[src/rtl/isl_pkg.sv]
// Shared opcodes, status codes and the cell control type for the indexed shift list.
package isl_pkg;

    localparam int OP_W     = 3;
    localparam int POS_W    = 7;
    localparam int IO_W     = 32;
    localparam int STATUS_W = 2;

    localparam logic [OP_W-1:0] OP_APPEND   = 3'd0;
    localparam logic [OP_W-1:0] OP_INSERT   = 3'd1;
    localparam logic [OP_W-1:0] OP_REM_LAST = 3'd2;
    localparam logic [OP_W-1:0] OP_REM_AT   = 3'd3;
    localparam logic [OP_W-1:0] OP_CONTAINS = 3'd4;

    localparam logic [STATUS_W-1:0] ST_OK     = 2'd0;
    localparam logic [STATUS_W-1:0] ST_FULL   = 2'd1;
    localparam logic [STATUS_W-1:0] ST_EMPTY  = 2'd2;
    localparam logic [STATUS_W-1:0] ST_BADIDX = 2'd3;

    typedef struct packed {
        logic ins;
        logic del;
        logic cmp;
    } t_cell_ctl;

endpackage

[src/rtl/isl_cell.sv]
// One list slot: holds an entry, shifts with its neighbors, compares and taps its value.
module isl_cell #(
    parameter int DATA_WIDTH = 32,
    parameter int CNT_W      = 7,
    parameter int INDEX      = 0
) (
    input  logic                  i_clk,
    input  isl_pkg::t_cell_ctl    i_ctl,
    input  logic                  i_exec,
    input  logic [CNT_W-1:0]      i_sel,
    input  logic [CNT_W-1:0]      i_count,
    input  logic [DATA_WIDTH-1:0] i_val,
    input  logic [DATA_WIDTH-1:0] i_left,
    input  logic [DATA_WIDTH-1:0] i_right,
    output logic [DATA_WIDTH-1:0] o_entry,
    output logic [DATA_WIDTH-1:0] o_tap,
    output logic                  o_hit
);

    localparam logic [CNT_W-1:0] MY_IDX = CNT_W'(INDEX);

    logic [DATA_WIDTH-1:0] r_entry;
    logic [DATA_WIDTH-1:0] n_entry;
    logic [DATA_WIDTH-1:0] r_tap;
    logic [DATA_WIDTH-1:0] n_tap;
    logic                  r_hit;
    logic                  n_hit;

    always_comb begin
        n_entry = r_entry;
        if (i_ctl.ins) begin
            if (MY_IDX == i_sel) begin
                n_entry = i_val;
            end else if (MY_IDX > i_sel) begin
                n_entry = i_left;
            end
        end else if (i_ctl.del) begin
            // Slots at and above the removed one pull from the right neighbor.
            if (MY_IDX >= i_sel) begin
                n_entry = i_right;
            end
        end
        n_tap = (i_ctl.del && (MY_IDX == i_sel)) ? r_entry : '0;
        n_hit = i_ctl.cmp && (MY_IDX < i_count) && (r_entry == i_val);
    end

    // The tap and match flag load only in the execute cycle, so they hold while
    // the result beat waits for the output register.
    always_ff @(posedge i_clk) begin
        r_entry <= n_entry;
        if (i_exec) begin
            r_tap <= n_tap;
            r_hit <= n_hit;
        end
    end

    assign o_entry = r_entry;
    assign o_tap   = r_tap;
    assign o_hit   = r_hit;

endmodule

[config.mk]
export PLATFORM = sky130hd
export DESIGN_NAME = isl_cell
export DESIGN_NICKNAME = d
export VERILOG_FILES = /design/src/rtl/isl_pkg.sv /design/src/rtl/isl_cell.sv
export SDC_FILE = /design/constraint.sdc
export NUM_CORES = 1
export LEC_CHECK = 0
export BUFFER_PORTS_ARGS = -buffer_cell sky130_fd_sc_hd__buf_2
export CAP_MARGIN = 25
export CELL_PAD_IN_SITES_DETAIL_PLACEMENT = 1
export CELL_PAD_IN_SITES_GLOBAL_PLACEMENT = 1
export CORE_MARGIN = 10
export CORE_UTILIZATION = 36
export DETAILED_ROUTE_END_ITERATION = 6
export MAX_ROUTING_LAYER = met4
export PLACE_DENSITY = 0.87
export SYNTH_ARGS = -nofsm -noshare
export SYNTH_HDL_FRONTEND = slang
export SYNTH_SLANG_ARGS = --single-unit
[constraint.sdc]
create_clock -name i_clk -period 7.4 [get_ports i_clk]
set_input_delay 0 -clock i_clk [delete_from_list [all_inputs] [get_ports i_clk]]
set_output_delay 0 -clock i_clk [all_outputs]
set_load 0.05 [all_outputs]
# After elaboration in Yosys (flattened, before gate mapping)
# Cells that the tools add are included.
dict set report op_classes {
  order_cmp 3
  n_eq_ne 2
  n_mux 5
  reduce_logical 7
}
# operator n
set ops {}
lappend ops {{$mux W32} 5}
lappend ops {{$eq A32 B32 Y1} 1}
lappend ops {{$ge A1 B7 Y1 const A} 1}
lappend ops {{$gt A1 B7 Y1 const A} 1}
lappend ops {{$logic_not A7 Y1} 1}
lappend ops {{$lt A1 B7 Y1 const A} 1}
lappend ops {{$reduce_bool A2 Y1} 2}
lappend ops {{$logic_and A1 B1 Y1} 3}
lappend ops {{$ne A3 B1 Y1 const B} 1}
lappend ops {{$reduce_and A3 Y1} 1}
dict set report totals {
  regBits 65
  inputBits 115
  output_inout_bits 65
  wordCells 20
}

# Longest topological paths before layout
# Gate-level depths: netlist of the first run.
dict set report logic_depth {
  word_depth 4
  depth_mapped 6
  depth_no_buf 4
}

# Worst setup path before layout of the first run
# Ideal clock, no wire load.
dict set report synth_timing {
  path_kind {input -> register}
  start {input port i_sel[4]}
  end {register r_entry[0], in the netlist o_entry[0], enable pin}
  arrival_ps 1921
  required_time_ps 7009
  path_slack_ps 5088
  path_stages 5
  n_path_buf 2
  path_cell_list {or4_4 nor4_4 buf_6 clkbuf_1 o21a_1}
}
dict set report synth_between {
  elab_chain_cells 3
}
# element line_no
set synth_rtl {}
lappend synth_rtl {{start, declared} isl_cell.sv:10} ;# input logic [CNT_W-1:0] i_sel,
lappend synth_rtl {{$gt A1 B7 Y1 (tied with other cells)} isl_cell.sv:34} ;# end else if (MY_IDX > i_sel) begin
lappend synth_rtl {{$ne A3 B1 Y1 (no source line) / $reduce_bool A2 Y1 (equally long branches)} -}
lappend synth_rtl {{$reduce_and A3 Y1 (no source line) (*)} -}
lappend synth_rtl {{end signal, assigned} isl_cell.sv:50} ;# r_entry <= n_entry;
lappend synth_rtl {{end, declared} isl_cell.sv:22} ;# logic [DATA_WIDTH-1:0] r_entry;
# Mark *: on every way between the ends. The rest lies on a longest branch, timed or not.
# A chain may end at the register's enable or synchronous reset.

# Final worst setup path of the first run
dict set report layout_timing {
  start {input port i_sel[4]}
  end {register r_entry[15], in the netlist o_entry[15], enable pin}
}
# Same word-level chain as after synthesis.

==> results.json, run 1 <==
{
  "run_status": "completed",
  "critical_path_rt_ps": 7350,
  "clock_latency_on_the_worst_skew_pair_ps": 330,
  "power_frac_clock_pct": 38.3,
  "vias_in_the_first_global_route": 3252,
  "post_cts_resize_count": 0,
  "max-clock-path-buffers": 2,
  "layout_worst_path_cycle_share_pct": 31.9,
  "ys_types": 19,
  "gr-total-overflow": 0,
  "p_comb_share_pct": 13.2,
  "setup-tns-final_ps": 0,
  "cts_post_setup_buffers_inserted": 0,
  "internal_power_w": 0.000644,
  "die_area_um2": 13200,
  "timing.max_cap.violations": 0,
  "critPathSlowestCell": "o21a_2",
  "drive_gt1_share_pct": 43.3,
  "setup.worst_path.end_class": "flip-flop",
  "crit_family": "compound AO/OA/AOI/OAI gates",
  "critical_path_class": "input port to flip-flop",
  "cells_after_synthesis": 260,
  "wire_per_inst_um": 20.8,
  "cts_num_sinks": 65,
  "numCtsBuffers": 9,
  "top_level_ports": 180,
  "fillers": 1009,
  "finalCoreUtilization_pct": 52.4,
  "chipWidth_um": 115,
  "fin_nets": 567,
  "drt_first_iter_violations": 75,
  "p_leak_nw": 2.08,
  "synthDominantCellAreaShare_pct": 60.1,
  "setup_violations": 0,
  "floorplan.die.height_um": 115,
  "growth_of_design_area_from_synthesis_to_finish_pct": 41.2,
  "rsz0062_at_grt": "false",
  "yosysMostFrequentCell": "edfxtp_1",
  "synthTopCellsByCount": "edfxtp_1 (65), a21oi_1 (32), and3_1 (32), mux2i_1 (32), nor2_1 (32)",
  "grt_first_pass_wirelength_um": 17600,
  "holdCritPathClass": "input port to flip-flop",
  "cts.hold.buffers_added": 17,
  "worst_setup_path_start_kind": "input port",
  "synth.net_count": 375,
  "final.min_clock_period_ps": 2360,
  "h-tree-depth": 3,
  "place_worst_setup_slack_ps": 4660,
  "whs_ps": 15.6,
  "tritoncts": "yes",
  "drt_first_pass_iters": 4,
  "slew_violations": 0,
  "max_clock_freq_mhz": 424,
  "initial_antenna_violation_count": 1,
  "worst_pin_slew_ps": 875,
  "yosysSeqAreaShare_pct": 60.1,
  "critPathMaxFanout": 65,
  "path_clk_slew_ps": 70,
  "grt_max_degree": 66,
  "cts-root-buf": "clkbuf_8",
  "detail-route-antenna-nets": 0,
  "critical_path.n_buffers_inverters": 2,
  "synth.top_cells.by_area": "edfxtp_1 (60%), mux2i_1 (9.9%), xor2_1 (8.4%)",
  "slew-limit-headroom_pct": 41.7,
  "power.sequential.fraction_pct": 48.5,
  "synth.yosys.warnings": 0,
  "power.density_nw_per_um2": 186,
  "synth_top_cell_by_area": "edfxtp_1",
  "drt-vias-per-instance": 4.96,
  "switching_share_pct": 24.4,
  "flip_flop_cell_with_the_highest_count_after_synthesis": "edfxtp_1",
  "total_number_of_placement_rows": 34,
  "fp.coreArea_um2": 8760,
  "multi_input_comb_area_um2": 1210,
  "global_route.usage.total_pct": 17.6,
  "fin_worst_skew_ps": 10.5,
  "design_power_total_w": 0.000852,
  "switching_power_w": 0.000208,
  "synthArstFlopShare_pct": 0,
  "number_of_hold_violations_in_the_final_report": 0,
  "seq_area_um2": 1950,
  "cp_data_arrival_time_ps": 2310,
  "post_synthesis_cell_area_um2": 3250,
  "number_of_flops_mapped_to_enable_cells_by_yosys": 65,
  "ir_worst_vdd_mv": 0.106,
  "layout_setup_ws_ps": 5040,
  "initial_core_utilization_pct": 37.1,
  "detail_route.drc_violations": 0,
  "globalplace.congestion": 0.760,
  "critical_path_cell_sequence": "buf_2, or4_4, nor4_4, buf_4, o21a_2",
  "synth-seq-cells": 65,
  "route.final.wire_length_um": 11800,
  "io_buffer_count": 179,
  "avgSynthCellArea_um2": 12.5,
  "detailedPlacementHpwl_um": 8860,
  "vias": 2810,
  "critical_path.max_stage_delay_ps": 850
}
==> power by group through the flow <==
stage | logic (W) | registers [W] | clock network (W)
5_1_grt | 0.000122 | 0.000414 | 0.000351
2_1_floorplan | 0.0000301 | 0.000443 | 0
6_report | 0.000112 | 0.000413 | 0.000326
4_1_cts | 0.000113 | 0.000414 | 0.000333
3_3_place_gp | 0.000102 | 0.000421 | 0
3_5_place_dp | 0.000105 | 0.000422 | 0
==> sequential cells by signal, indices dropped and copies added, names as in the netlist <==
name / flops
o_hit: 1
o_entry: 32
o_tap: 32
==> area by class of cell <==
class,count,share of cell area [%]
Timing Repair Buffer,198,23.6
Clock buffer,9,2.70
Sequential cell,65,42.5
Tap cell,108,2.95
Multi-Input combinational cell,178,26.3
Clock inverter,7,1.85
Antenna cell,1,0.0545
==> final timing paths <==
path | from | to | slack, ps | cells after the start
worst max-delay path | i_sel[4] | o_entry[15]$_DFFE_PP_ | 5040 | 5
worst min-delay path | i_right[3] | o_entry[3]$_DFFE_PP_ | 20 | 3
worst max register to register | o_entry[10]$_DFFE_PP_ | o_hit$_DFFE_PP_ | 5880 | 4
worst min register to register | o_entry[6]$_DFFE_PP_ | o_tap[6]$_SDFFCE_PN0P_ | 620 | 1
==> per-layer routing <==
| layer | part of all wire (%) | vias to the layer above | global-route usage (%) |
|---|---|---|---|
| met2 | 52 | 112 | 31.0 |
| met1 | 39 | 1331 | 18.3 |
| met4 | 2.1 | 0 | 6.60 |
| met3 | 6.7 | 20 | 4.79 |
| li1 | - | 1347 | - |
| met5 | 0 | - | - |
==> logic make-up after synthesis <==
kind of cell | Yosys count | synth area share (%)
compound gates | 33 | 5.16
flops | 65 | 60.1
xor+xnor | 32 | 8.63
buf+inv | 17 | 2.77
simple gates | 81 | 13.5
mux | 32 | 9.86
==> through the flow <==
step                      instance area [µm²]  cells
after detailed placement                 4210    532
after global routing                     4590    566
after global placement                   4210    532
final                                    4590    566
after floorplan                          3250    260
after CTS                                4590    565
==> worst reg2reg max path, stage by stage, from the launching register on <==
cell	delay, ps
edfxtp_1	420
xor2_1	170
nor4_1	410
nand4_1	180
nor3_1	190
==> cells in the final DEF (no fill, tap or decap), types with 8 or more instances in the layout <==
master / instances
buf_2: 179
edfxtp_1: 65
mux2i_1: 32
nor2_1: 32
a21oi_1: 32
and3_1: 32
xor2_1: 31
dlygate4sd3_1: 17
clkbuf_8: 9
nor4_1: 8
(Power assumes the default switching activity.)
==> run 2: changes to the inputs <==
--- a/config.mk
+++ b/config.mk
@@ -10,10 +10,10 @@
 export CELL_PAD_IN_SITES_DETAIL_PLACEMENT = 1
 export CELL_PAD_IN_SITES_GLOBAL_PLACEMENT = 1
 export CORE_MARGIN = 10
-export CORE_UTILIZATION = 36
+export CORE_UTILIZATION = 33
 export DETAILED_ROUTE_END_ITERATION = 6
 export MAX_ROUTING_LAYER = met4
-export PLACE_DENSITY = 0.87
+export PLACE_DENSITY = 0.81
 export SYNTH_ARGS = -nofsm -noshare
 export SYNTH_HDL_FRONTEND = slang
 export SYNTH_SLANG_ARGS = --single-unit
==> constraint.sdc (replaced) <==
create_clock -name i_clk -period 2.4 [get_ports i_clk]
set_input_delay 0 -clock i_clk [delete_from_list [all_inputs] [get_ports i_clk]]
set_output_delay 0 -clock i_clk [all_outputs]
set_load 0.05 [all_outputs]
==> run 2 against run 1 <==
Setup slack worse by 4200 ps. Final cell count is 6.0% higher. Sequential share of layout area is 0.74 points lower. Critical path depth is 1 higher. Clock power is 140% higher. Total power grew to 2.8 times the previous value. Critical path type unchanged. Critical endpoint is now o_entry[20]$_DFFE_PP_.
==> results.json, run 2 (synthesis results as in run 1) <==
{
  "vias": 2885,
  "power.density_nw_per_um2": 516,
  "fin_nets": 576,
  "slew-limit-headroom_pct": 46.0,
  "power.sequential.fraction_pct": 52.9,
  "grt_first_pass_wirelength_um": 18200,
  "critical_path_rt_ps": 2430,
  "growth_of_design_area_from_synthesis_to_finish_pct": 43.7,
  "drt_first_pass_iters": 4,
  "detail_route.drc_violations": 0,
  "initial_antenna_violation_count": 1,
  "cts_post_setup_buffers_inserted": 0,
  "cp_data_arrival_time_ps": 1630,
  "cts-root-buf": "clkbuf_8",
  "max_clock_freq_mhz": 624,
  "detail-route-antenna-nets": 0,
  "finalCoreUtilization_pct": 48.2,
  "mostFrequentLayoutCells": "buf_2 (179), edfxtp_1 (65)",
  "power_frac_clock_pct": 32.4,
  "numCtsBuffers": 9,
  "rsz0062_at_grt": "false",
  "ir_worst_vdd_mv": 0.201,
  "fin_worst_skew_ps": 4.97,
  "drt-vias-per-instance": 4.81,
  "final.min_clock_period_ps": 1600,
  "grt.met3_usage_pct": 4.82,
  "switching_share_pct": 26.1,
  "drt_first_iter_violations": 87,
  "gr-usage-met2_pct": 29.7,
  "wire_per_inst_um": 20.1,
  "internal_power_w": 0.00178,
  "clock_latency_on_the_worst_skew_pair_ps": 340,
  "layout_commonest_cell": "buf_2",
  "number_of_hold_violations_in_the_final_report": 0,
  "die_area_um2": 14200,
  "vias_in_the_first_global_route": 3291,
  "detailedPlacementHpwl_um": 9180,
  "worst_pin_slew_ps": 810,
  "critPathMaxFanout": 26,
  "p_comb_share_pct": 14.7,
  "grt_max_degree": 40,
  "grt.busiest_layer": "met2",
  "worst_setup_path_start_kind": "input port",
  "io_buffer_count": 179,
  "floorplan.die.height_um": 119,
  "post_cts_resize_count": 0,
  "tritoncts": "yes",
  "path_clk_slew_ps": 70,
  "critical_path_class": "input port to flip-flop",
  "run_status": "completed",
  "global_route.usage.total_pct": 16.9,
  "total_number_of_placement_rows": 36,
  "gr-total-overflow": 0,
  "switching_power_w": 0.000630,
  "globalplace.congestion": 0.808,
  "gr-usage-met1_pct": 18.0,
  "holdCritPathClass": "input port to flip-flop",
  "layout_worst_path_cycle_share_pct": 66.8,
  "setup_violations": 0,
  "timing.max_cap.violations": 0,
  "max-clock-path-buffers": 2,
  "whs_ps": 11.8,
  "fp.coreArea_um2": 9680,
  "top_level_ports": 180,
  "h-tree-depth": 3,
  "p_leak_nw": 2.11,
  "cts_num_sinks": 65,
  "initial_core_utilization_pct": 33.6,
  "route.final.wire_length_um": 12000,
  "setup-tns-final_ps": 0,
  "chipWidth_um": 119,
  "setup.worst_path.end_class": "flip-flop",
  "slew_violations": 0,
  "drive_gt1_share_pct": 42.9
}
## run 2: cell count changes in the layout (fill, tap and decap cells not counted)
cell / before / now
dlygate4sd3_1: 17 / 22
buf_12: 0 / 2
buf_4: 2 / 4
bufinv_16: 2 / 0
clkbuf_1: 0 / 2
clkinv_2: 2 / 3
clkinvlp_4: 1 / 0
## run 2: power groups by stage
stage | combinational, W | clock, W | sequential (W)
3_5_place_dp | 0.000326 | 0 | 0.00130
6_report | 0.000354 | 0.000780 | 0.00128
5_1_grt | 0.000385 | 0.000850 | 0.00128
2_1_floorplan | 0.0000929 | 0 | 0.00137
3_3_place_gp | 0.000316 | 0 | 0.00130
4_1_cts | 0.000355 | 0.000800 | 0.00128
## run 2: repair_timing
action                                  CTS  global route
hold endpoints to repair                 22             0
hold buffers                             22             0
endpoints found under the setup margin    0             0
## run 2: per-layer routing
layer  up-vias  wire length (µm)
met4         0               153
met3        12               653
met2       110              6370
li1       1365                 -
met5         -                 0
met1      1398              4850
## run 2: final timing paths
| path | startpoint | end | slack, ps | depth (start not counted) |
|---|---|---|---|---|
| min | i_right[21] | o_entry[21]$_DFFE_PP_ | 10 | 3 |
| max reg2reg | o_entry[10]$_DFFE_PP_ | o_hit$_DFFE_PP_ | 850 | 4 |
| min reg2reg | o_entry[13]$_DFFE_PP_ | o_tap[13]$_SDFFCE_PN0P_ | 630 | 1 |
| max | i_sel[4] | o_entry[20]$_DFFE_PP_ | 800 | 6 |
## run 2: final cells by class
type	count	area, µm²
multi-input cells	178	1210
flip-flops and latches	65	1950
fillers	1110	5010
diodes	1	2.50
clock inverters	5	22.5
clock buffers	11	131
well taps	133	166
repair buffers	207	1190
## run 2: worst max-delay path: stages
cell and delay (ps):
buf_2 100, or4_4 530, nor4_4 310, buf_12 230
o21a_2 160, buf_4 270
## run 2: through the flow
step	setup WS, ps	cells	power, W	instance area [µm²]
floorplan	87.7	260	0.00146	3250
global placement	501	561	0.00162	4290
detailed placement	442	561	0.00163	4290
CTS	788	599	0.00243	4670
global route	699	600	0.00251	4670
finish	797	600	0.00241	4670
